[src/hdl/rpwu_pkg.sv]
// Shared types, widths and helpers for the iRprop+ weight update engine.
// Used by rpwu_front, rpwu_back and rprop_weight_update; no dependencies.
package rpwu_pkg;

	localparam int IDX_W       = 10;
	localparam int NUM_WEIGHTS = 2 ** IDX_W;
	localparam int WEIGHT_W    = 32;
	localparam int STEP_W      = 31;
	localparam int INC_W       = 16;
	localparam int DEC_W       = 9;
	localparam int MIN_W       = 17;
	localparam int FRAC_SH     = 8;
	localparam int PROD_W      = STEP_W + INC_W;
	localparam int SHIFTED_W   = PROD_W - FRAC_SH;
	localparam int CFG_IDX_W   = 3;
	localparam int CFG_DATA_W  = 31;
	localparam int QUEUE_DEPTH = 4;

	localparam logic [STEP_W-1:0] STEP_CAP = '1;

	typedef enum logic {
		CMD_UPDATE = 1'b0,
		CMD_LOAD   = 1'b1
	} cmd_t;

	typedef enum logic [CFG_IDX_W-1:0] {
		REG_STEP_INC  = 3'd0,
		REG_STEP_DEC  = 3'd1,
		REG_STEP_MAX  = 3'd2,
		REG_STEP_MIN  = 3'd3,
		REG_INIT_STEP = 3'd4
	} cfg_reg_t;

	typedef struct packed {
		logic [INC_W-1:0]  step_inc;
		logic [DEC_W-1:0]  step_dec;
		logic [STEP_W-1:0] step_max;
		logic [MIN_W-1:0]  step_min;
		logic [STEP_W-1:0] init_step;
	} rpwu_cfg_t;

	// One queued item: wrapped index and gradient sign already worked out.
	typedef struct packed {
		cmd_t                       cmd;
		logic [IDX_W-1:0]           idx;
		logic                       gpos;
		logic                       gneg;
		logic signed [WEIGHT_W-1:0] load_value;
		logic                       err_up;
	} rpwu_item_t;

	// One table entry; only the sign of the last gradient matters.
	typedef struct packed {
		logic signed [WEIGHT_W-1:0] weight;
		logic [STEP_W-1:0]          step;
		logic                       lg_pos;
		logic                       lg_neg;
		logic signed [WEIGHT_W-1:0] change;
	} rpwu_entry_t;

	localparam int ENTRY_W = $bits(rpwu_entry_t);

	function automatic logic signed [WEIGHT_W-1:0] sat_add(
		input logic signed [WEIGHT_W-1:0] a,
		input logic signed [WEIGHT_W-1:0] b
	);
		logic signed [WEIGHT_W:0] s;
		s = {a[WEIGHT_W-1], a} + {b[WEIGHT_W-1], b};
		if (s[WEIGHT_W] != s[WEIGHT_W-1])
			return s[WEIGHT_W] ? {1'b1, {(WEIGHT_W-1){1'b0}}} : {1'b0, {(WEIGHT_W-1){1'b1}}};
		return s[WEIGHT_W-1:0];
	endfunction

	function automatic logic signed [WEIGHT_W-1:0] sat_sub(
		input logic signed [WEIGHT_W-1:0] a,
		input logic signed [WEIGHT_W-1:0] b
	);
		logic signed [WEIGHT_W:0] s;
		s = {a[WEIGHT_W-1], a} - {b[WEIGHT_W-1], b};
		if (s[WEIGHT_W] != s[WEIGHT_W-1])
			return s[WEIGHT_W] ? {1'b1, {(WEIGHT_W-1){1'b0}}} : {1'b0, {(WEIGHT_W-1){1'b1}}};
		return s[WEIGHT_W-1:0];
	endfunction

endpackage

[src/hdl/rpwu_front.sv]
// Front end: takes input beats, wraps the index, classifies the gradient sign
// and queues the item for the back end. Depends on rpwu_pkg.
module rpwu_front (
	input  logic                               clk,
	input  logic                               arst_n,
	input  logic                               in_valid,
	output logic                               in_ready,
	input  logic                               cmd,
	input  logic [rpwu_pkg::IDX_W-1:0]         weight_index,
	input  logic signed [rpwu_pkg::WEIGHT_W-1:0] gradient,
	input  logic signed [rpwu_pkg::WEIGHT_W-1:0] load_value,
	input  logic                               error_increased,
	output logic                               q_valid,
	input  logic                               q_ready,
	output rpwu_pkg::rpwu_item_t               q_item
);
	import rpwu_pkg::*;

	localparam int PTR_W = $clog2(QUEUE_DEPTH);

	rpwu_item_t       slot_q [QUEUE_DEPTH];
	logic [PTR_W-1:0] wr_ptr_q;
	logic [PTR_W-1:0] rd_ptr_q;
	logic [PTR_W:0]   count_q;
	rpwu_item_t       item;
	logic             push;
	logic             pop;

	always_comb begin
		item.cmd        = cmd_t'(cmd);
		// The index port is exactly as wide as the table, so it wraps by itself.
		item.idx        = weight_index;
		item.load_value = load_value;
		item.err_up     = error_increased;
		// A load carries no gradient sign.
		item.gpos = (item.cmd == CMD_UPDATE) && !gradient[WEIGHT_W-1] && (|gradient);
		item.gneg = (item.cmd == CMD_UPDATE) && gradient[WEIGHT_W-1];
	end

	assign in_ready = (count_q != (PTR_W+1)'(QUEUE_DEPTH));
	assign push     = in_valid && in_ready;
	assign q_valid  = (count_q != '0);
	assign pop      = q_valid && q_ready;
	assign q_item   = slot_q[rd_ptr_q];

	always_ff @(posedge clk or negedge arst_n) begin
		if (!arst_n) begin
			wr_ptr_q <= '0;
			rd_ptr_q <= '0;
			count_q  <= '0;
		end else begin
			if (push)
				wr_ptr_q <= wr_ptr_q + 1'b1;
			if (pop)
				rd_ptr_q <= rd_ptr_q + 1'b1;
			if (push && !pop)
				count_q <= count_q + 1'b1;
			else if (pop && !push)
				count_q <= count_q - 1'b1;
		end
	end

	always_ff @(posedge clk) begin
		if (push)
			slot_q[wr_ptr_q] <= item;
	end

endmodule

[config.mk]
export PLATFORM = sky130hd
export DESIGN_NAME = rpwu_front
export DESIGN_NICKNAME = d
export VERILOG_FILES = /design/src/hdl/rpwu_pkg.sv /design/src/hdl/rpwu_front.sv
export SDC_FILE = /design/constraint.sdc
export NUM_CORES = 1
export LEC_CHECK = 0
export BUFFER_PORTS_ARGS = -buffer_cell sky130_fd_sc_hd__buf_2
export CAP_MARGIN = 30
export CORE_MARGIN = 3
export CORE_UTILIZATION = 59
export CTS_CLUSTER_SIZE = 14
export DETAILED_ROUTE_END_ITERATION = 16
export GPL_TIMING_DRIVEN = 0
export PLACE_DENSITY = 0.83
export SKIP_LAST_GASP = 1
export SLEW_MARGIN = 0
export SYNTH_ARGS = -nofsm -noshare
export SYNTH_HDL_FRONTEND = slang
export SYNTH_SLANG_ARGS = --single-unit
[constraint.sdc]
create_clock -name clk -period 6.59 [get_ports clk]
set_clock_uncertainty 0.2 [all_clocks]
set_input_delay 1.318 -clock clk [delete_from_list [all_inputs] [get_ports clk]]
set_output_delay 1.318 -clock clk [all_outputs]
set_load 0.05 [all_outputs]
==> results.py, run 1 <==
metrics = {
    "die": {
        "die_w_um": 116,
        "coreArea_mm2": 0.0116,
        "num_io_pins": 128,
        "die_h_um": 116,
        "num_rows": 39,
        "start_util_pct": 61.3,
        "dieArea_mm2": 0.0134,
    },
    "synth": {
        "ys_ff_latch": 191,
        "syn_area_per_cell_um2": 24.7,
        "syn_inst": 288,
        "yosysUniqueCellTypes": 23,
        "yosys_warnings": 0,
        "yosysSeqAreaShare_pct": 80.1,
        "syn_area_mm2": 0.00712,
        "syn_nets": 374,
    },
    "global_route": {
        "grt.overflow.total": 0,
        "grt_usage_pct": 20.6,
        "grt_pass1_wl_um": 20000,
        "antenna_found_initial": 1,
        "grt_max_degree": 33,
        "grt_pass1_vias": 3758,
    },
    "power": {
        "p_per_area_mw_per_mm2": 515,
        "vdd_ir_drop_max_mv": 0.359,
        "p_leak_nw": 3.04,
    },
    "setup_path": {
        "timing.setup.critical_path_class": "reg2out",
        "critical_path_required_ns": 5.07,
        "crit_arrival_ns": 2.01,
        "worst_setup_path_end_kind": "output pin",
        "r2r_cells": 8,
        "startpoint_type": "register",
        "critPathMaxFanout": 10,
    },
    "status": {
        "outcome": "finished clean",
    },
    "placed_design": {
        "postPlaceCellArea_mm2": 0.00802,
        "portBuffers": 127,
        "dp_hpwl_um": 8270,
        "globalplace.congestion": 0.785,
    },
    "cells_and_area": {
        "multi_input_area_mm2": 0.00134,
        "final_common_cell": "edfxtp_1",
        "nFillCells": 678,
        "drive_above_1_share_pct": 49.2,
        "seqCellArea_mm2": 0.00570,
        "final_cell_mix": "184 x edfxtp_1, 131 x buf_2, 46 x mux4_2",
        "antenna_cells": 0,
        "final_area_mm2": 0.00862,
        "nNetsFinal": 524,
        "area_growth_pct": 21.1,
    },
    "timing": {
        "drv_slew": 0,
        "finalCritPeriodShare_pct": 53.5,
        "hold-worst-slack_ns": 0.351,
        "setup_viol": 0,
        "rsz0062_at_grt": "false",
        "fin_tns_setup_ns": 0,
        "slew_headroom_pct": 55.4,
        "fmax_mhz": 284,
        "tightest_slew_ns": 0.669,
        "hold_violations": 0,
        "fin_crit_ns": 3.52,
    },
    "route": {
        "drc": 0,
        "postRouteAntennaNets": 0,
        "drt-total-wl_um": 12700,
        "vias": 3416,
        "drt-initial-drc-count": 271,
        "first_pass_iters": 4,
        "vias_per_cell": 5.75,
        "wl_per_cell_um": 21.3,
    },
    "clock_network": {
        "clk_pin_slew_ns": 0.07,
        "htree_levels": 4,
        "clock-root-buffer": "clkbuf_16",
        "cts_hold_buf": 0,
        "cts_setup_buffers": 0,
        "cts_tree": "built",
        "cts_resized": 0,
        "worstSkewPairLatency_ns": 0.42,
        "clock_sinks": 191,
        "cts_buffer_depth": 2,
        "numCtsBuffers": 17,
    },
    "min_path": {
        "hold_class": "reg2reg",
        "holdPathStages": 1,
    },
    "flow_run": {
        "max-cap-violations": 0,
    },
}
[registers in the layout (all words and copies together), names as in the netlist]
name and cells:
count_q 3, rd_ptr_q 2, slot_q 184, wr_ptr_q 2
[critical path, cell delays in order, from the launching register on]
cell     delay [ns]
dfrtp_1        0.41
buf_6          0.21
buf_6          0.21
mux4_2         0.52
buf_2          0.23
[area by class of cell]
cell class	count	share of cell area, %
clock inverter	10	1.61
inverter	3	0.131
multi-input combinational	84	15.6
tap	143	2.07
timing repair buffer	131	8.30
clock buffer	22	5.38
sequential	191	66.1
buffer	10	0.842
[per-layer routing]
| layer | routed length [um] | vias to the layer above | global-route usage [%] |
|---|---|---|---|
| li1 | - | 1526 | - |
| met1 | 5280 | 1771 | 26.4 |
| met2 | 6620 | 100 | 34.6 |
| met3 | 625 | 17 | 5.59 |
| met4 | 141 | 2 | 7.19 |
| met5 | 9 | - | 0 |
[stage by stage]
| step | worst slack [ns] | total power, mW | instances | util, % |
|---|---|---|---|---|
| 2_1_floorplan | 3.26 | 3.05 | 288 | - |
| 3_3_place_gp | 2.31 | 3.41 | 558 | 68.3 |
| 3_5_place_dp | 3.35 | 3.47 | 562 | 69.1 |
| 4_1_cts | 3.02 | 4.49 | 594 | 74.3 |
| 5_1_grt | 2.94 | 4.63 | 594 | 74.3 |
| 6_report | 3.07 | 4.44 | 594 | 74.3 |
[synthesized netlist by cell type]
cell type	number	share of area, %
a21boi_2	1	0.16
and2_1	4	0.35
buf_2	4	0.28
buf_4	2	0.21
buf_6	3	0.47
clkbuf_1	1	0.053
dfrtp_1	7	2.5
edfxtp_1	184	78
fa_1	1	0.28
ha_1	5	0.88
inv_1	3	0.16
mux2_2	2	0.32
mux4_2	46	15
nand2_1	2	0.11
nand3_1	1	0.070
nand4_1	2	0.18
nor2_1	3	0.16
nor2b_1	1	0.088
nor4_1	8	0.70
o21a_1	1	0.11
or3_1	1	0.088
xnor2_1	4	0.49
xor2_1	2	0.25
[report_power, final]
group	switching (mW)	total (mW)	internal (mW)	leakage [nW]
clock network	0.408	1.02	0.616	0.282
registers	0.0675	1.68	1.61	1.77
logic	1.19	1.74	0.548	0.993
total	1.67	4.44	2.77	3.04
[path summary, 6_finish.rpt]
check / end / slack (ns) / from
setup / recovery: q_item[17] / 3.07 / rd_ptr_q[0]
hold / removal: count_q[2] / 0.35 / count_q[2]
setup reg to reg: count_q[2] / 4.16 / count_q[1]
hold reg to reg: count_q[2] / 0.35 / count_q[2]
max in group asynchronous: rd_ptr_q[0] / 5.50 / arst_n
min in group asynchronous: count_q[0] / 0.52 / arst_n
[cell families after synthesis]
family                   share of synthesized area [%]
flip-flops                                        80.1
multiplexers                                      14.9
AND/OR/NAND/NOR                                   1.74
buffers and inverters                             1.18
XOR/XNOR                                         0.738
adder cells (fa/ha/maj)                           1.16
AO/OA/AOI/OAI                                    0.264
No activity file was read; power rests on OpenSTA's default activity.
==> run 2, diff against run 1 <==
--- a/config.mk
+++ b/config.mk
@@ -8,11 +8,11 @@
 export BUFFER_PORTS_ARGS = -buffer_cell sky130_fd_sc_hd__buf_2
 export CAP_MARGIN = 30
 export CORE_MARGIN = 3
-export CORE_UTILIZATION = 59
+export CORE_UTILIZATION = 55
 export CTS_CLUSTER_SIZE = 14
 export DETAILED_ROUTE_END_ITERATION = 16
 export GPL_TIMING_DRIVEN = 0
-export PLACE_DENSITY = 0.83
+export PLACE_DENSITY = 0.78
 export SKIP_LAST_GASP = 1
 export SLEW_MARGIN = 0
 export SYNTH_ARGS = -nofsm -noshare
==> constraint.sdc (replaced) <==
create_clock -name clk -period 3.3 [get_ports clk]
set_clock_uncertainty 0.2 [all_clocks]
set_input_delay 0.66 -clock clk [delete_from_list [all_inputs] [get_ports clk]]
set_output_delay 0.66 -clock clk [all_outputs]
set_load 0.05 [all_outputs]
==> run 2 against run 1 <==
Compared with the run above: via count grew 0.53%; power grew 96%; largest cell class unchanged; critical endpoint is now q_item[25]; die area grew 6.9%; critical path depth is the same; register-to-register slack lost 3.2 ns.
==> results.py, run 2 (synthesis results as in run 1) <==
metrics = {
    "timing": {
        "setup_slack_ns": 0.446,
        "slew_headroom_pct": 56.5,
        "fmax_mhz": 350,
        "rsz0062_at_grt": "false",
        "drv_slew": 0,
        "hold_violations": 0,
        "setup_viol": 0,
        "finalCritPeriodShare_pct": 86.5,
        "fin_tns_setup_ns": 0,
        "fin_crit_ns": 2.85,
        "tightest_slew_ns": 0.652,
    },
    "cells_and_area": {
        "antenna_cells": 0,
        "drive_above_1_share_pct": 48.7,
        "top_regs": "slot_q (184), count_q (3)",
        "final_cell_mix": "184 x edfxtp_1, 131 x buf_2, 46 x mux4_2",
        "largest_register_ffs": 184,
        "top_register": "slot_q",
        "final_common_cell": "edfxtp_1",
        "area_growth_pct": 21.0,
        "nNetsFinal": 525,
    },
    "route": {
        "vias_per_cell": 5.54,
        "first_pass_iters": 4,
        "wl_per_cell_um": 20.0,
        "drt-total-wl_um": 12400,
        "vias": 3434,
        "drt-initial-drc-count": 255,
        "drc": 0,
        "postRouteAntennaNets": 0,
    },
    "power": {
        "vdd_ir_drop_max_mv": 0.553,
        "p_leak_nw": 3.04,
        "p_per_area_mw_per_mm2": 1010,
        "power_mw": 8.71,
    },
    "die": {
        "num_rows": 40,
        "dieArea_mm2": 0.0143,
        "num_io_pins": 128,
        "die_h_um": 120,
        "start_util_pct": 57.8,
        "coreArea_mm2": 0.0123,
        "die_w_um": 120,
    },
    "clock_network": {
        "cts_hold_buf": 1,
        "cts_tree": "built",
        "cts_resized": 0,
        "cts_setup_buffers": 0,
        "htree_levels": 4,
        "cts_buffer_depth": 2,
        "clock_sinks": 191,
        "clock-root-buffer": "clkbuf_16",
        "numCtsBuffers": 17,
        "worstSkewPairLatency_ns": 0.41,
        "clk_pin_slew_ns": 0.06,
    },
    "setup_path": {
        "timing.setup.critical_path_class": "reg2out",
        "critical_path_required_ns": 2.44,
        "r2r_end": "count_q[2]",
        "startpoint_type": "register",
        "rr_startpoint": "count_q[1]",
        "crit_arrival_ns": 1.99,
        "r2r_cells": 8,
        "worst_setup_path_end_kind": "output pin",
        "rrSetupSlack_ns": 0.98,
        "critPathMaxFanout": 10,
    },
    "placed_design": {
        "portBuffers": 127,
        "dp_hpwl_um": 7960,
        "globalplace.congestion": 0.789,
        "dp_slack_ns": 0.766,
    },
    "global_route": {
        "grt_usage_pct": 18.5,
        "grt_max_degree": 35,
        "antenna_found_initial": 0,
        "grt_pass1_vias": 3614,
        "grt_pass1_wl_um": 19600,
        "grt.overflow.total": 0,
    },
    "min_path": {
        "holdPathStages": 1,
        "hold_start": "weight_index[5]",
        "hold_class": "in2reg",
        "whs_endpoint": "slot_q[0][40]",
    },
    "flow_run": {
        "max-cap-violations": 0,
    },
    "status": {
        "outcome": "finished clean",
    },
}
run 2: routing by layer:
metal  routed length (um)  vias to the layer above  global-route usage [%]
met4                  243                        0                    7.44
met5                    0                        -                       0
li1                     -                     1526                       -
met1                 5120                     1763                    25.1
met3                  838                       19                    4.76
met2                 6210                      126                    29.2
run 2: final cells by class:
cell class	count	area [um^2]
multi-input cells	84	1340
flip-flops and latches	191	5700
fillers	814	3700
well taps	168	210
clock buffers	19	433
inverters	3	11.3
plain buffers	10	72.6
clock inverters	13	121
repair buffers	132	726
run 2: worst max path at each step:
stage / from / end / cells after the start
5_1_grt: rd_ptr_q[0] / q_item[25] / 4
4_1_cts: rd_ptr_q[0] / q_item[25] / 4
3_5_place_dp: in_valid / slot_q[0][0] / 4
2_1_floorplan: in_valid / slot_q[0][0] / 2
3_3_place_gp: in_valid / slot_q[0][4] / 3
6_report: rd_ptr_q[0] / q_item[25] / 4
run 2: stage by stage:
step / utilization (%) / area [um^2] / hold slack [ns] / instances
after detailed placement: 65.4 / 8050 / 0.301 / 587
final: 70.0 / 8620 / 0.258 / 620
after global placement: 64.7 / 7970 / 0.297 / 583
after CTS: 70.0 / 8620 / 0.237 / 620
after floorplan: - / 7120 / 0.164 / 288
after global routing: 70.0 / 8620 / 0.242 / 620
run 2: worst max-delay path: stages (launching register included):
cell and delay, ns:
dfrtp_1 0.40, buf_6 0.21, buf_6 0.20, mux4_2 0.53, buf_2 0.23
run 2: power breakdown:
group	switching [mW]	internal (mW)	leakage (nW)
Combinational	2.37	1.10	0.997
Clock	0.803	1.10	0.273
Sequential	0.130	3.21	1.77
==> run 3, diff against run 2 <==
--- a/config.mk
+++ b/config.mk
@@ -7,12 +7,13 @@
 export LEC_CHECK = 0
 export BUFFER_PORTS_ARGS = -buffer_cell sky130_fd_sc_hd__buf_2
 export CAP_MARGIN = 30
+export CORE_ASPECT_RATIO = 1.5
 export CORE_MARGIN = 3
-export CORE_UTILIZATION = 55
+export CORE_UTILIZATION = 50
 export CTS_CLUSTER_SIZE = 14
 export DETAILED_ROUTE_END_ITERATION = 16
 export GPL_TIMING_DRIVEN = 0
-export PLACE_DENSITY = 0.78
+export PLACE_DENSITY = 0.75
 export SKIP_LAST_GASP = 1
 export SLEW_MARGIN = 0
 export SYNTH_ARGS = -nofsm -noshare
==> constraint.sdc (replaced) <==
create_clock -name clk -period 2.3 [get_ports clk]
set_clock_uncertainty 0.2 [all_clocks]
set_input_delay 0.46 -clock clk [delete_from_list [all_inputs] [get_ports clk]]
set_output_delay 0.46 -clock clk [all_outputs]
set_load 0.05 [all_outputs]
==> run 3 against run 2 <==
Compared with the run above: global-route usage down 1.1 points; sequential share of layout area fell by 3.7 points; clock-buffer cell count down 1; hold slack got worse by 0.21 ns; first-iteration DRC count decreased by 38%; design area is 5.9% higher; flip-flop and latch count unchanged; setup slack got worse by 0.63 ns; register-to-register slack got worse by 0.87 ns; power up 58%; cell count rose by 4.4%; combinational power grew 78%; the run now ends with negative setup slack left; critical path type unchanged.
==> results.py, run 3 (synthesis results as in run 1) <==
metrics = {
    "setup_path": {
        "slowest_delay_ns": 0.53,
        "startpoint_type": "register",
        "crit_arrival_ns": 1.83,
        "critPathMaxFanout": 10,
        "cpMostUsedCell": "buf_6",
        "critPathTopFamily": "multiplexers",
        "critical_path_required_ns": 1.64,
        "worst_setup_path_end_kind": "output pin",
        "worst-path-buf-inv": 3,
        "worst_path_max_delay_cell": "mux4_2",
        "crit_chain": "buf_6 -> buf_12 -> mux4_2 -> buf_6",
        "timing.setup.critical_path_class": "reg2out",
    },
    "global_route": {
        "grt_max_degree": 28,
        "met1_usage_pct": 21.0,
        "grt.overflow.total": 0,
        "grt_pass1_wl_um": 19900,
        "top_usage_layer": "met2",
        "grt_usage_pct": 17.4,
        "grt_util_met2_pct": 30.0,
        "grt_pass1_vias": 3787,
        "antenna_found_initial": 0,
        "use_met3_pct": 4.26,
    },
    "clock_network": {
        "numCtsBuffers": 17,
        "worstSkewPairLatency_ns": 0.42,
        "htree_levels": 4,
        "clk_pin_slew_ns": 0.07,
        "cts_buffer_depth": 2,
        "clock_sinks": 191,
        "clock-root-buffer": "clkbuf_16",
        "cts_tree": "built",
    },
    "power": {
        "power_frac_comb_pct": 44.6,
        "power_frac_seq_pct": 34.7,
        "p_per_area_mw_per_mm2": 1510,
        "p_sw_mw": 5.08,
        "vdd_ir_drop_max_mv": 0.978,
        "p_clk_share_pct": 20.7,
        "intPower_mw": 8.73,
        "p_leak_nw": 3.22,
        "swShare_pct": 36.8,
    },
    "route": {
        "drt-total-wl_um": 12800,
        "vias": 3409,
        "wl_per_cell_um": 19.8,
        "drc": 0,
        "first_pass_iters": 4,
        "drt-initial-drc-count": 159,
        "postRouteAntennaNets": 0,
        "vias_per_cell": 5.27,
    },
    "die": {
        "num_io_pins": 128,
        "die_h_um": 152,
        "coreArea_mm2": 0.0137,
        "num_rows": 52,
        "die_w_um": 103,
        "start_util_pct": 51.9,
        "dieArea_mm2": 0.0157,
    },
    "cells_and_area": {
        "final_common_cell": "edfxtp_1",
        "final_cell_mix": "184 x edfxtp_1, 81 x buf_2, 46 x mux4_2, 46 x buf_6, 17 x clkbuf_16",
        "drive_above_1_share_pct": 51.5,
        "area_growth_pct": 28.2,
        "nFillCells": 895,
        "nNetsFinal": 531,
        "largest_register_ffs": 184,
        "top_regs": "slot_q (184), count_q (3)",
        "antenna_cells": 0,
        "top_register": "slot_q",
    },
    "min_path": {
        "hold_class": "in2reg",
    },
    "timing": {
        "finalCritPeriodShare_pct": 108,
        "setup_slack_ns": -0.189,
        "fin_crit_ns": 2.49,
        "rsz0062_at_grt": "true",
        "tightest_slew_ns": 0.368,
        "hold-worst-slack_ns": 0.0513,
        "slew_headroom_pct": 75.4,
        "drv_slew": 0,
        "fin_tns_setup_ns": -7.61,
        "fmax_mhz": 402,
        "hold_violations": 0,
        "setup_viol": 46,
    },
    "placed_design": {
        "portBuffers": 127,
        "globalplace.congestion": 0.693,
        "dp_hpwl_um": 8270,
    },
    "flow_run": {
        "max-cap-violations": 0,
    },
    "status": {
        "failed_checks": "negative setup slack",
        "outcome": "complete, but fails checks",
    },
}
run 3: cell types whose count changed in the layout (fill, tap and decap cells not counted), sizes merged:
cell,previous run,this run
buf,140,146
clkinv,9,4
inv,4,9
clkbuf,20,19
clkinvlp,1,2
run 3: power groups by stage:
stage	clock (mW)	sequential (mW)	combinational [mW]
2_1_floorplan	0	4.81	3.91
3_3_place_gp	0	4.84	4.94
3_5_place_dp	0	4.88	5.10
4_1_cts	2.91	4.80	6.20
5_1_grt	3.09	4.85	6.42
6_report	2.86	4.80	6.15
run 3: final timing paths:
check,start,to,slack [ns],cells past startpoint
worst max-delay path,rd_ptr_q[0],q_item[12],-0.19,4
worst min-delay path,load_value[13],slot_q[0][14],0.05,1
worst max register to register,count_q[0],count_q[2],0.11,8
worst min register to register,count_q[2],count_q[2],0.34,1
max in group asynchronous,arst_n,count_q[2],1.53,2
min in group asynchronous,arst_n,count_q[0],0.20,2
run 3: timing repair:
| item | CTS | global route |
|---|---|---|
| buffers inserted | 6 | 0 |
| pin swaps | 0 | 3 |
| hold buffers | 1 | 0 |
| gates resized for setup | 114 | 8 |
| hold endpoints to repair | 7 | 0 |
| endpoints found under the setup margin | 124 | 98 |
run 3: metrics by stage:
step                      instances  util [%]  instance area, um^2  setup WS, ns  power [mW]
after detailed placement        608      58.9                 8080       -0.0139        9.98
after global routing            647      66.5                 9130        -0.267        14.4
after CTS                       647      66.3                 9100        -0.224        13.9
after floorplan                 288         -                 7130        0.0108        8.72
after global placement          604      58.3                 8000        -0.210        9.78
final                           647      66.5                 9130        -0.189        13.8
run 3: per-layer routing:
metal | vias up | share of wire [%]
met3 | 12 | 5.5
met1 | 1744 | 37
li1 | 1545 | -
met5 | - | 0
met4 | 0 | 1.3
met2 | 108 | 56
run 3: area by class of cell:
cell class	instances	area, um^2	share of cell area, %
Tap cell	189	236	2.59
Buffer	10	135	1.48
Clock buffer	18	429	4.70
Multi-Input combinational cell	84	1380	15.1
Inverter	3	11.3	0.123
Clock inverter	14	154	1.69
Sequential cell	191	5700	62.5
Timing Repair Buffer	138	1080	11.8
